`config.mk`:
```
export PLATFORM = sky130hd
export DESIGN_NAME = ack_line_watcher_unit
export DESIGN_NICKNAME = d
export VERILOG_FILES = /design/src/rtl/core/alw_pkg.sv /design/src/rtl/core/ack_line_watcher_unit.sv /design/src/rtl/core/alw_match_cell.sv /design/src/rtl/core/alw_match_chain.sv
export VERILOG_INCLUDE_DIRS = /design/src /design/src/rtl/core
export SDC_FILE = /design/constraint.sdc
export NUM_CORES = 1
export LEC_CHECK = 0
export BUFFER_PORTS_ARGS = -buffer_cell sky130_fd_sc_hd__buf_2
export CORE_MARGIN = 3
export CORE_UTILIZATION = 51
export CTS_BUF_LIST = sky130_fd_sc_hd__clkbuf_4 sky130_fd_sc_hd__clkbuf_8
export DETAILED_ROUTE_END_ITERATION = 16
export PLACE_DENSITY = 0.71
export RECOVER_POWER = 50
export SETUP_SLACK_MARGIN = 0.02
export SYNTH_ARGS = -nofsm -noshare
export SYNTH_HDL_FRONTEND = slang
export SYNTH_HIERARCHICAL = 1
export SYNTH_SLANG_ARGS = --single-unit
```
`constraint.sdc`:
```
create_clock -name clk -period 6 [get_ports clk]
set_input_delay 0.3 -clock clk [delete_from_list [all_inputs] [get_ports clk]]
set_output_delay 0.3 -clock clk [all_outputs]
set_load 0.01 [all_outputs]
```
`src/rtl/core/ack_line_watcher_unit_assert.svh`:
```
// assertion macros for the ack line watcher
// no dependencies; expects clk and arst_n in the including scope
`ifndef ACK_LINE_WATCHER_UNIT_ASSERT_SVH
`define ACK_LINE_WATCHER_UNIT_ASSERT_SVH

// same-cycle implication
`define ALW_ASSERT_NOW(label, ante, cons, msg) \
	label: assert property (@(posedge clk) disable iff (!arst_n) (ante) |-> (cons)) \
		else $error(msg);

// next-cycle implication
`define ALW_ASSERT_NEXT(label, ante, cons, msg) \
	label: assert property (@(posedge clk) disable iff (!arst_n) (ante) |=> (cons)) \
		else $error(msg);

`endif

```
`src/rtl/core/alw_pkg.sv`:
```
// shared types and constants for the ack line watcher
// no dependencies
`timescale 1ns / 1ps
`default_nettype none

package alw_pkg;

	typedef enum logic [1:0] {
		ACT_START = 2'd0,
		ACT_BYTE  = 2'd1,
		ACT_TICK  = 2'd2
	} action_t;

	typedef enum logic [1:0] {
		VERDICT_NONE    = 2'd0,
		VERDICT_OK      = 2'd1,
		VERDICT_FAIL    = 2'd2,
		VERDICT_TIMEOUT = 2'd3
	} verdict_t;

	// result beat, verdict in the low bits
	typedef struct packed {
		logic     armed;
		verdict_t verdict;
	} alw_result_t;

	// control handed to every match cell
	typedef struct packed {
		logic clear;
		logic flush;
		logic step;
	} alw_cell_ctl_t;

	localparam logic [7:0] CHAR_NUL = 8'h00;
	localparam logic [7:0] CHAR_LF  = 8'h0A;
	localparam logic [7:0] CHAR_CR  = 8'h0D;

	// patterns, first character in the lowest byte
	localparam int unsigned OK_LEN   = 3;
	localparam int unsigned FAIL_LEN = 5;
	localparam logic [8*OK_LEN-1:0]   OK_TEXT   = 24'h4B_4F_24;
	localparam logic [8*FAIL_LEN-1:0] FAIL_TEXT = 40'h4C_49_41_46_24;

	localparam logic [15:0] TIMEOUT_RESET = 16'd2000;

endpackage

`default_nettype wire

```
`src/rtl/core/ack_line_watcher_unit.sv`:
```
// ack line watcher: watches received bytes for an "$OK" or "$FAIL" line
// slave beat: tuser = action (start, byte, tick), tdata = received byte.
// master beat: tdata = verdict (none, ok, fail, timeout) and armed flag.
// a start arms the watcher and clears the line and the elapsed ms count;
// a timeout of zero answers timeout at once. cr is skipped, lf ends the line.
// one result beat per input beat, registered in the output buffer and shown
// on the master side from there. one input beat per cycle while s_tready is
// high; the match cell rows and the length and ms counters update on the beat.
// a two-entry output buffer holds results while the receiver stalls; s_tready
// drops only when both entries are full and rises once one is taken.
// config: cfg_data writes timeout_ms, always ready; write only while idle.
// reset: watcher idle, line cleared, timeout_ms 2000, output buffer empty.
// depends on alw_pkg, alw_match_chain and the assertion header
`timescale 1ns / 1ps
`default_nettype none

`include "ack_line_watcher_unit_assert.svh"

module ack_line_watcher_unit
	import alw_pkg::*;
#(
	parameter int unsigned LINE_MAX = 128
) (
	input  wire logic        clk,
	input  wire logic        arst_n,
	input  wire logic        s_tvalid,
	output logic             s_tready,
	input  wire logic [7:0]  s_tdata,   // [7:0] rx_byte
	input  wire logic [1:0]  s_tuser,   // [1:0] action
	output logic             m_tvalid,
	input  wire logic        m_tready,
	output logic [7:0]       m_tdata,   // [1:0] verdict, [2] armed, [7:3] zero
	input  wire logic        cfg_valid,
	output logic             cfg_ready,
	input  wire logic [15:0] cfg_data
);

	localparam int unsigned LEN_W = $clog2(LINE_MAX + 1);

	logic [15:0]      timeout_q;
	logic             waiting_q;
	logic [LEN_W-1:0] len_q;
	logic             early_q;
	logic [15:0]      elapsed_q;

	logic             wait_d;
	logic [LEN_W-1:0] len_d;
	logic             early_d;
	logic [15:0]      elapsed_d;
	logic [15:0]      elapsed_inc;
	verdict_t         verdict_d;
	alw_cell_ctl_t    ctl_d;
	alw_cell_ctl_t    cell_ctl;
	action_t          action;
	logic             saw_ok;
	logic             saw_fail;

	logic             push;
	logic             pop;
	alw_result_t      buf_q [2];
	logic             wr_q;
	logic             rd_q;
	logic [1:0]       cnt_q;

	assign cfg_ready = 1'b1;
	assign action    = action_t'(s_tuser);
	assign push      = s_tvalid && s_tready;
	assign pop       = m_tvalid && m_tready;
	assign s_tready  = (cnt_q != 2'd2);
	assign m_tvalid  = (cnt_q != 2'd0);
	assign m_tdata   = {5'b0, buf_q[rd_q]};

	assign elapsed_inc = (elapsed_q == 16'hFFFF) ? elapsed_q : elapsed_q + 16'd1;

	always_comb begin
		wait_d    = waiting_q;
		len_d     = len_q;
		early_d   = early_q;
		elapsed_d = elapsed_q;
		verdict_d = VERDICT_NONE;
		ctl_d     = '0;
		unique case (action)
			ACT_START: begin
				ctl_d.clear = 1'b1;
				len_d       = '0;
				early_d     = 1'b0;
				elapsed_d   = '0;
				if (timeout_q == 16'd0) begin
					wait_d    = 1'b0;
					verdict_d = VERDICT_TIMEOUT;
				end else begin
					wait_d = 1'b1;
				end
			end
			ACT_BYTE: begin
				if (waiting_q) begin
					priority if (s_tdata == CHAR_CR) begin
						wait_d = waiting_q;
					end else if (s_tdata == CHAR_LF) begin
						priority if (saw_ok) begin
							verdict_d = VERDICT_OK;
							wait_d    = 1'b0;
						end else if (saw_fail) begin
							verdict_d = VERDICT_FAIL;
							wait_d    = 1'b0;
						end else begin
							ctl_d.clear = 1'b1;
							len_d       = '0;
							early_d     = 1'b0;
						end
					end else if (len_q >= LEN_W'(LINE_MAX)) begin
						// full line: drop the byte and start over
						ctl_d.clear = 1'b1;
						len_d       = '0;
						early_d     = 1'b0;
					end else begin
						len_d = len_q + LEN_W'(1);
						if (!early_q) begin
							if (s_tdata == CHAR_NUL) begin
								early_d     = 1'b1;
								ctl_d.flush = 1'b1;
							end else begin
								ctl_d.step = 1'b1;
							end
						end
					end
				end
			end
			ACT_TICK: begin
				if (waiting_q) begin
					elapsed_d = elapsed_inc;
					if (elapsed_inc >= timeout_q) begin
						verdict_d = VERDICT_TIMEOUT;
						wait_d    = 1'b0;
					end
				end
			end
			default: begin
				wait_d = waiting_q;
			end
		endcase
	end

	assign cell_ctl = push ? ctl_d : '0;

	alw_match_chain #(
		.LEN  (OK_LEN),
		.TEXT (OK_TEXT)
	) u_ok_chain (
		.clk     (clk),
		.arst_n  (arst_n),
		.ctl     (cell_ctl),
		.rx_byte (s_tdata),
		.saw     (saw_ok)
	);

	alw_match_chain #(
		.LEN  (FAIL_LEN),
		.TEXT (FAIL_TEXT)
	) u_fail_chain (
		.clk     (clk),
		.arst_n  (arst_n),
		.ctl     (cell_ctl),
		.rx_byte (s_tdata),
		.saw     (saw_fail)
	);

	always_ff @(posedge clk or negedge arst_n) begin
		if (!arst_n) begin
			timeout_q <= TIMEOUT_RESET;
		end else if (cfg_valid) begin
			timeout_q <= cfg_data;
		end
	end

	always_ff @(posedge clk or negedge arst_n) begin
		if (!arst_n) begin
			waiting_q <= 1'b0;
			len_q     <= '0;
			early_q   <= 1'b0;
			elapsed_q <= '0;
		end else if (push) begin
			waiting_q <= wait_d;
			len_q     <= len_d;
			early_q   <= early_d;
			elapsed_q <= elapsed_d;
		end
	end

	// two-entry result buffer
	always_ff @(posedge clk or negedge arst_n) begin
		if (!arst_n) begin
			wr_q  <= 1'b0;
			rd_q  <= 1'b0;
			cnt_q <= 2'd0;
		end else begin
			if (push) begin
				wr_q <= ~wr_q;
			end
			if (pop) begin
				rd_q <= ~rd_q;
			end
			unique case ({push, pop})
				2'b10:   cnt_q <= cnt_q + 2'd1;
				2'b01:   cnt_q <= cnt_q - 2'd1;
				default: cnt_q <= cnt_q;
			endcase
		end
	end

	always_ff @(posedge clk) begin
		if (push) begin
			buf_q[wr_q] <= '{armed: wait_d, verdict: verdict_d};
		end
	end

	`ALW_ASSERT_NEXT(a_start_arms, push && (action == ACT_START), waiting_q == ($past(timeout_q) != 16'd0), "start did not arm per timeout")
	`ALW_ASSERT_NEXT(a_idle_len_hold, push && !waiting_q && (action == ACT_BYTE), $stable(len_q), "idle watcher changed line length")
	`ALW_ASSERT_NOW(a_stall_has_data, !s_tready, m_tvalid && (cnt_q == 2'd2), "input stalled without full buffer")

endmodule

`default_nettype wire

```
`src/rtl/core/alw_match_cell.sv`:
```
// one character cell of a pattern matcher chain
// depends on alw_pkg
`timescale 1ns / 1ps
`default_nettype none

module alw_match_cell
	import alw_pkg::*;
#(
	parameter logic [7:0] CHAR   = 8'h24,
	parameter bit         STICKY = 1'b0
) (
	input  wire logic          clk,
	input  wire logic          arst_n,
	input  wire alw_cell_ctl_t ctl,
	input  wire logic [7:0]    rx_byte,
	input  wire logic          prev_hit,
	output logic               hit
);

	logic hit_q;
	logic match;

	assign match = prev_hit && (rx_byte == CHAR);
	assign hit   = hit_q;

	// the last cell of a chain keeps its hit until the line is cleared
	always_ff @(posedge clk or negedge arst_n) begin
		if (!arst_n) begin
			hit_q <= 1'b0;
		end else if (ctl.clear) begin
			hit_q <= 1'b0;
		end else if (ctl.flush) begin
			hit_q <= STICKY ? hit_q : 1'b0;
		end else if (ctl.step) begin
			hit_q <= STICKY ? (hit_q | match) : match;
		end
	end

endmodule

`default_nettype wire

```
`src/rtl/core/alw_match_chain.sv`:
```
// row of match cells that finds one pattern in the byte stream
// depends on alw_pkg and alw_match_cell
`timescale 1ns / 1ps
`default_nettype none

module alw_match_chain
	import alw_pkg::*;
#(
	parameter int unsigned          LEN  = 3,
	parameter logic [8*LEN-1:0]     TEXT = 24'h4B_4F_24
) (
	input  wire logic          clk,
	input  wire logic          arst_n,
	input  wire alw_cell_ctl_t ctl,
	input  wire logic [7:0]    rx_byte,
	output logic               saw
);

	logic [LEN-1:0] hit;

	// cell i holds "first i+1 characters just seen"; the last one is sticky
	for (genvar i = 0; i < LEN; i++) begin : g_cell
		logic prev;
		if (i == 0) begin : g_head
			assign prev = 1'b1;
		end else begin : g_body
			assign prev = hit[i-1];
		end
		alw_match_cell #(
			.CHAR   (TEXT[8*i +: 8]),
			.STICKY (i == LEN - 1)
		) u_cell (
			.clk      (clk),
			.arst_n   (arst_n),
			.ctl      (ctl),
			.rx_byte  (rx_byte),
			.prev_hit (prev),
			.hit      (hit[i])
		);
	end

	assign saw = hit[LEN-1];

endmodule

`default_nettype wire
```
* Word level (Yosys, flattened, before mapping)
Memory sizes are Yosys's and may differ from the RTL's. Cells that the tools add are included.
Word-level totals: register bits after elaboration 53, memory bits (writable) 6, output and inout bits 11, logic and storage cells 139, memories 1
Memories:
- buf_q | depth 2, bits a word 3, read ports 1, clocked after memory_dff 0, write ports 1, RTL line ack_line_watcher_unit.sv:60 | alw_result_t buf_q [2];
Cells by class: add/sub/neg operators 4, magnitude comparators 2, equality and inequality tests 21, mux-type cells 72, bitwise operators 4, reduce and logical (&&, ||, !) cells 20
Operators by type and width (number):
- 8-bit by 7-bit == test with 1-bit output, second input constant | 6
- 8-bit two-way mux | 6
- 1-bit two-way mux | 42
- 16-bit two-way mux | 2
- 16-bit one-hot mux with 2 select lines | 1
- 2-bit two-way mux | 12
- 16-bit by 1-bit adder with 16-bit output, second input constant | 1
- 16-bit == test, second input constant | 1
- 8-bit by 4-bit == test with 1-bit output, second input constant | 2
- 16-bit >= comparator | 1
- 16-bit zero test | 1
- 8-bit one-hot mux with 2 select lines | 1
- 2-bit nonzero test | 5
- 3-bit two-way mux | 3
- 8-bit by 1-bit adder with 8-bit output, second input constant | 1
- 8-bit by 6-bit == test with 1-bit output, second input constant | 1
- 8-bit >= comparator, second input constant | 1
- 1-bit logical AND | 8
- 8-bit zero test | 1
- 2-bit != test, second input constant | 4
- 3-bit != test, second input constant | 2
- 2-bit one-hot mux with 3 select lines | 1
- 6-bit AND reduction | 1
- 2-bit by 1-bit == test with 1-bit output, second input constant | 2
- other kinds (13) | 17

* Depth between registers and ports, before layout
Gate-level depths: netlist of the first run.
depth after elaboration 12, mapped depth 12

* Cells and area by module
Netlist of the first run, hierarchy kept.
By module, submodules not included:
- ack_line_watcher_unit | times used 1, cells an instance 375, area an instance 3433.3 um2, sequential area each 1338.8 um2
- alw_match_cell at u_fail_chain.g_cell[0].u_cell ... | times used 3, cells an instance 6, area an instance 80.1 um2, sequential area each 25.0 um2
- alw_match_cell at u_fail_chain.g_cell[1].u_cell ... | times used 2, cells an instance 6, area an instance 77.6 um2, sequential area each 25.0 um2
- alw_match_cell at u_fail_chain.g_cell[2].u_cell | times used 1, cells an instance 6, area an instance 75.1 um2, sequential area each 25.0 um2
- alw_match_cell at u_ok_chain.g_cell[1].u_cell | times used 1, cells an instance 6, area an instance 73.8 um2, sequential area each 25.0 um2
- alw_match_cell at u_ok_chain.g_cell[2].u_cell | times used 1, cells an instance 6, area an instance 67.6 um2, sequential area each 25.0 um2
- alw_match_chain | times used 2, cells an instance 1, area an instance 3.8 um2, sequential area each 0.0 um2

* Worst setup path before layout of the first run
No wires, ideal clock.
path kind flip-flop to flip-flop, start point reg elapsed_q[0], end point mem buf_q[0][2] (netlist bit) (data pin), setup time 273 ps, arrival time 2857 ps, data required time 5727 ps, slack 2870 ps, cell stages (with the launch flop) 12, period minus slack after synthesis 3130 ps, cells stage by stage dfrtp_1 > ha_1 > nand2_1 > nor2_2 > nand3_1 > mux2_2 > ha_1 > nand4_1 > nor3_1 > or4b_1 > a311oi_1 > a211oi_1
Between the ends: cells in the longest elaborated chain, start to end 6, elaborated cells on any way between the ends 7, those cells by class add/sub (1); order compare (1); eq/ne (1); mux (4)
RTL lines:
- start, declared | RTL line ack_line_watcher_unit.sv:44 | logic [15:0] elapsed_q;
- start signal, assigned | RTL line ack_line_watcher_unit.sv:186 | elapsed_q <= elapsed_d;
- 16-bit by 1-bit adder with 16-bit output / 16-bit == test (equally long branches) | RTL line ack_line_watcher_unit.sv:73 | assign elapsed_inc = (elapsed_q == 16'hFFFF) ? elapsed_q : elapsed_q + 16'd1;
- 16-bit two-way mux * | RTL line ack_line_watcher_unit.sv:73
- 16-bit >= comparator * | RTL line ack_line_watcher_unit.sv:132 | if (elapsed_inc >= timeout_q) begin
- 1-bit two-way mux * | RTL line ack_line_watcher_unit.sv:132
- 1-bit two-way mux * | RTL line ack_line_watcher_unit.sv:130 | if (waiting_q) begin
- 1-bit one-hot mux with 3 select lines * | RTL line ack_line_watcher_unit.sv:82 | unique case (action)
- net wait_d | RTL line ack_line_watcher_unit.sv:46 | logic wait_d;
- end, declared | RTL line ack_line_watcher_unit.sv:60
Mark *: on every way through the listed nets, which the timed path passes. The rest lies on a longest branch.

* Worst setup path in the final report of the first run
Ends and elaborated chain as after synthesis.

==> impl_metrics.json, run 1 <==
{
  "setup_violations": 0,
  "clkSinkCount": 60,
  "crit_arrival_ps": 3690,
  "die_h_um": 95.1,
  "grtUsageTotal": 0.215,
  "critPathMaxStageDelay_ps": 510,
  "path_max_fanout": 9,
  "cts-root-buf": "clkbuf_8",
  "drcViolationCount": 0,
  "synthArstFlopShare": 0.900,
  "grt_pass1_vias": 3122,
  "ctsHoldBuffers": 0,
  "fin_crit_sh": 0.602,
  "yosys.area.top_type": "dfrtp_1",
  "outcome": "complete, but fails checks",
  "p_leak_uw": 0.00198,
  "drive_above_1_share": 0.215,
  "ios": 42,
  "die-area_um2": 9050,
  "slew_headroom": -0.945,
  "synth_cell_type_count": 69,
  "grt_antenna_before_repair": 0,
  "nFillCells": 639,
  "synthTopCellsByArea": "dfrtp_1 (30%), ha_1 (7.4%), edfxtp_1 (4.4%)",
  "whs_ps": 164,
  "coreArea_um2": 7490,
  "hp-class": "primary input to register",
  "htreeDepth": 3,
  "fin_area_um2": 4530,
  "ys_seq_area_frac": 0.380,
  "nNetsFinal": 511,
  "p_per_area_nw_per_um2": 285,
  "ys_seq_elements": 60,
  "yosys_warnings": 6,
  "required_ps": 6080,
  "path_clk_slew_ps": 70,
  "path_cells": "ha_1 -> nand2_1 -> nor2_2 -> nand3_1 -> mux2_2 -> ha_1 -> nand4_1 -> nor3_1 -> or4b_1 -> a311oi_1 -> a211oi_1",
  "finalCriticalPeriod_ps": 3610,
  "post_drt_via_cell_ratio": 5.88,
  "syn_inst": 425,
  "synth-main-ff-cell": "dfrtp_1",
  "finish.utilization": 0.605,
  "grt_start_max_net_pins": 55,
  "first_iter_violations": 179,
  "fin_setup_tns_ps": 0,
  "rows": 31,
  "placed_area_um2": 4260,
  "place.detailed.hpwl_mm": 6.32,
  "cp_common_cell": "ha_1",
  "worstSetupPathType": "register to register",
  "port_buffers": 35,
  "drtPass1Iterations": 4,
  "die_w_um": 95.1,
  "clk_latency_ps": 350,
  "syn2layout_area_growth_pct": 11.8,
  "tightest_slew_ps": 2920,
  "n_antenna_cell": 0,
  "num_vias": 3295,
  "overflow": 0,
  "cts_setup_buffers": 0,
  "wl_per_cell_um": 15.9,
  "cp-end-kind": "register",
  "fmax_mhz": 277,
  "synth.most_common_cell": "dfrtp_1",
  "drv_cap": 1,
  "grt_pass1_wl_mm": 15.1,
  "total_power_uw": 1290,
  "cp-start-kind": "register",
  "drtAntennaViolNets": 0,
  "skew_ps": 11.2,
  "finalWirelength_mm": 8.92,
  "synth_area_um2": 4050,
  "post_cts_resized": 0,
  "synth-edff-count": 6,
  "cts_buffers": 9,
  "hold_viol_final": 0,
  "slew_violations": 55,
  "cts_buffer_depth": 2,
  "start_util": 0.541,
  "cts_tree": "built",
  "rsz0062_at_grt": "false",
  "syn_avg_cell_area_um2": 9.54,
  "synth_top_cell_area_share": 0.296,
  "ys_top_cells_by_count": "dfrtp_1 (48), nand2_1 (39), o21ai_0 (29)",
  "cpMaxStageDelayCell": "or4b_1",
  "violations": "max-capacitance violations, max-slew violations",
  "ir_drop_v": 0.000192,
  "place_congestion": 0.923
}
==> stage by stage <==
| stage | setup WS, ps | cells |
|---|---|---|
| finish | 2390 | 560 |
| global route | 2100 | 560 |
| CTS | 2440 | 560 |
| detailed placement | 2460 | 544 |
| global placement | 2610 | 544 |
| floorplan | 2870 | 429 |
==> layout by cell type (no fill, tap or decap), types with 4 or more instances in the layout <==
| master | n |
|---|---|
| a31oi_1 | 8 |
| o31ai_1 | 7 |
| nand4_1 | 10 |
| a2bb2oi_1 | 4 |
| dfstp_2 | 6 |
| xor2_1 | 7 |
| bufinv_16 | 4 |
| a21oi_1 | 15 |
| a211oi_2 | 6 |
| nand2_1 | 39 |
| nand2b_1 | 13 |
| ha_1 | 24 |
| and3_1 | 8 |
| nor3_1 | 8 |
| edfxtp_1 | 6 |
| nor4b_2 | 6 |
| conb_1 | 8 |
| dfrtp_1 | 48 |
| inv_1 | 26 |
| nand3_1 | 18 |
| nor4_1 | 6 |
| nor2_1 | 23 |
| xnor2_1 | 8 |
| buf_2 | 35 |
| clkbuf_8 | 10 |
| and4bb_2 | 5 |
| a22o_1 | 6 |
| mux2_2 | 6 |
| o21ai_0 | 29 |
==> cell type report <==
class                           instances  area [um^2]  share of cell area
Clock inverter                          4          120              0.0265
Inverter                               26         97.6              0.0215
Tap cell                               99          124              0.0273
Sequential cell                        60         1540               0.340
Multi-Input combinational cell        323         2320               0.512
Timing Repair Buffer                   36          179              0.0395
Clock buffer                           12          153              0.0337
==> worst max-delay path: cells and delay by family, from the launching register on <==
kind                       cells  cell delay (ps)
muxes                          1              310
AOI/OAI and AO/OA              2              510
adders and majority gates      2              610
and+or+nand+nor                6             1490
DFF                            1              450
==> metal layers <==
metal  vias to the layer above  global-route usage  share of wire
met4                         0              0.0685          0.020
li1                       1612                   -              -
met3                        17              0.0545          0.055
met1                      1563               0.294           0.46
met5                         -                   0              0
met2                       103               0.334           0.47
==> cells by family (layout without fill, tap and decap cells) <==
family,count (synthesis),after routing,share of synthesized area
fa+ha+maj,24,24,0.0741
other cells,4,8,0.00370
flops,60,60,0.380
buf+inv,46,78,0.0519
mux,8,8,0.0228
simple gates,166,166,0.251
compound gates,102,102,0.185
xor+xnor,15,15,0.0324
==> final timing paths <==
path	cells past startpoint	from	to	slack (ps)
max in group asynchronous	2	arst_n	elapsed_q[10]	3340
worst max-delay path	11	elapsed_q[0]	buf_q[0][2]	2390
worst max register to register	11	elapsed_q[0]	buf_q[0][2]	2390
worst min register to register	1	len_q[6]	len_q[6]	500
worst min-delay path	3	cfg_data[2]	timeout_q[2]	160
min in group asynchronous	2	arst_n	u_fail_chain/g_cell[0].u_cell/hit	980
==> power breakdown <==
part           leakage (uW)  internal [uW]  switching, uW  total, uW
Sequential         0.000759            467           48.3        515
Combinational       0.00108            115            158        274
Clock              0.000138            339            162        501
Total               0.00198            921            369       1290
==> state kept, by name (all words and copies together), names as in the netlist <==
| register | cells |
|---|---|
| elapsed_q | 16 |
| timeout_q | 16 |
| len_q | 8 |
| buf_q | 6 |
| u_fail_chain/g_cell.u_cell/hit | 5 |
| u_ok_chain/g_cell.u_cell/hit | 3 |
| cnt_q | 2 |
| early_q | 1 |
| rd_q | 1 |
| waiting_q | 1 |
| wr_q | 1 |
No activity file was read; power rests on OpenSTA's default activity.
==> inputs of run 2 (changes only) <==
--- a/config.mk
+++ b/config.mk
@@ -11,7 +11,7 @@
 export CORE_UTILIZATION = 51
 export CTS_BUF_LIST = sky130_fd_sc_hd__clkbuf_4 sky130_fd_sc_hd__clkbuf_8
 export DETAILED_ROUTE_END_ITERATION = 16
-export PLACE_DENSITY = 0.71
+export PLACE_DENSITY = 0.73
 export RECOVER_POWER = 50
 export SETUP_SLACK_MARGIN = 0.02
 export SYNTH_ARGS = -nofsm -noshare
==> constraint.sdc (replaced) <==
create_clock -name clk -period 3.1 [get_ports clk]
set_input_delay 0.155 -clock clk [delete_from_list [all_inputs] [get_ports clk]]
set_output_delay 0.155 -clock clk [all_outputs]
set_load 0.01 [all_outputs]
==> run 2 against run 1 <==
The flow still finishes with violations (max-capacitance violations, max-slew violations); design area increased by 9.1%; via count increased by 5.6%; clock power increased by 43%; flip-flop and latch count unchanged; total power increased by 82%; sequential share of layout area decreased by 2.8 points; die area unchanged; hold slack got worse by 160 ps; non-clock buffer count increased by 44; setup slack got worse by 2300 ps; first-iteration DRC count decreased by 3.9%; combinational power increased by 140%; critical endpoint is now buf_q[1][2]; largest power group unchanged; highest routed layer unchanged.
==> impl_metrics.json, run 2 (synthesis results as in run 1) <==
{
  "outcome": "complete, but fails checks",
  "violations": "max-capacitance violations, max-slew violations",
  "finalCriticalPeriod_ps": 3000,
  "worstSetupPathType": "register to register",
  "required_ps": 3180,
  "grt_pass1_vias": 3246,
  "finalWirelength_mm": 9.48,
  "drtPass1Iterations": 4,
  "start_util": 0.541,
  "slew_violations": 30,
  "path_max_fanout": 5,
  "place.detailed.hpwl_mm": 6.82,
  "wl_per_cell_um": 15.7,
  "final_common_cell": "dfrtp_1",
  "overflow": 0,
  "drive_above_1_share": 0.309,
  "cts_buffers": 9,
  "path_clk_slew_ps": 80,
  "die_w_um": 95.1,
  "die-area_um2": 9050,
  "setup_violations": 0,
  "post_drt_via_cell_ratio": 5.76,
  "syn2layout_area_growth_pct": 21.9,
  "rows": 31,
  "fin_setup_tns_ps": 0,
  "nFillCells": 614,
  "skew_ps": 10.6,
  "grt_start_max_net_pins": 32,
  "hold_viol_final": 0,
  "grt_antenna_before_repair": 0,
  "r2r_end": "buf_q[1][2]",
  "cts-root-buf": "clkbuf_8",
  "fmax_mhz": 333,
  "crit_arrival_ps": 3080,
  "final_cell_mix": "dfrtp_1 (48), buf_4 (38), nand2_1 (37)",
  "cp-startpoint": "elapsed_q[10]",
  "hp-class": "primary input to register",
  "reg_top3": "elapsed_q (16), timeout_q (16), len_q (8)",
  "grtUsageTotal": 0.217,
  "tightest_slew_ps": 1650,
  "crit_end": "buf_q[1][2]",
  "cp-start-kind": "register",
  "cts_buffer_depth": 2,
  "rsz0062_at_grt": "true",
  "p_leak_uw": 0.00220,
  "reg2regPathDepth": 11,
  "clk_latency_ps": 350,
  "fin_crit_sh": 0.969,
  "slew_headroom": -0.0995,
  "htreeDepth": 3,
  "p_per_area_nw_per_um2": 476,
  "place_inst": 576,
  "n_antenna_cell": 0,
  "place_congestion": 0.921,
  "drtAntennaViolNets": 0,
  "coreArea_um2": 7490,
  "die_h_um": 95.1,
  "grt_pass1_wl_mm": 15.3,
  "drcViolationCount": 0,
  "cts_tree": "built",
  "first_iter_violations": 172,
  "nNetsFinal": 555,
  "clkSinkCount": 60,
  "ios": 42,
  "num_vias": 3479,
  "hold_start": "cfg_data[1]",
  "port_buffers": 35,
  "cp-end-kind": "register",
  "reg2reg_from": "elapsed_q[10]",
  "final_cells": 604,
  "drv_cap": 1,
  "ir_drop_v": 0.000362,
  "r2r_slack_ps": 100
}
## run 2: cell types whose count changed in the layout (fill, tap and decap cells not counted), moves of 3 or more
cell / previous run / this run
buf_4: 0 / 38
buf_6: 0 / 4
bufinv_16: 4 / 1
dfstp_1: 0 / 3
dfstp_2: 6 / 3
nand3_1: 18 / 15
## run 2: cell type report
class / count / area [um^2] / share of cell area
Multi-Input combinational cell: 323 / 2460 / 0.498
Sequential cell: 60 / 1540 / 0.311
Clock buffer: 10 / 131 / 0.0266
Timing Repair Buffer: 80 / 523 / 0.106
Clock inverter: 6 / 63.8 / 0.0129
Inverter: 26 / 97.6 / 0.0198
Tap cell: 99 / 124 / 0.0251
## run 2: how the worst min path moves through the flow
stage	end	slack, ps	depth (start not counted)
finish	timeout_q[1]	8	3
global route	timeout_q[1]	20	3
CTS	timeout_q[1]	3	3
detailed placement	u_ok_chain/g_cell[0].u_cell/hit	230	1
global placement	u_ok_chain/g_cell[0].u_cell/hit	220	1
floorplan	cnt_q[0]	-140	0
## run 2: worst max-delay path, cell delays in order (launching register included)
cell and delay, ps:
dfrtp_1 410, nand4_4 160, nor4_4 290, and3_1 210
and3_1 180, nor2_1 60, ha_1 290, nand4_1 130
nor3_2 160, or4b_4 510, a311oi_4 250, a211oi_2 80
## run 2: metrics by stage
stage | hold slack (ps) | utilization | cell area, um^2 | total power [uW] | worst slack [ps]
6_report | 7.96 | 0.660 | 4940 | 2350 | 96.8
5_1_grt | 21.0 | 0.660 | 4940 | 2500 | -52.6
4_1_cts | 2.59 | 0.634 | 4750 | 2320 | 40.5
3_5_place_dp | 230 | 0.603 | 4510 | 1590 | -248
3_3_place_gp | 216 | 0.603 | 4510 | 1560 | -46.4
2_1_floorplan | -141 | - | 4080 | 1370 | 21.9
## run 2: report_power, final
part	total, uW	switching, uW	leakage [uW]	internal, uW
logic	647	353	0.00134	294
registers	988	85.6	0.000758	902
clock network	718	338	0.0000961	380
## run 2: metal layers
layer  share of wire  routed length [um]  global-route usage
met1            0.43                4120               0.273
met2            0.50                4710               0.374
met3           0.045                 425              0.0379
met4           0.024                 226              0.0733
met5               0                   0                   0
## run 2: what timing repair did
action | CTS | global route
pin swaps | 3 | 8
setup endpoints to repair | 7 | 7
setup buffers | 1 | 10
resized for setup | 6 | 24
hold endpoints to repair | 22 | 0
hold buffers | 1 | 0
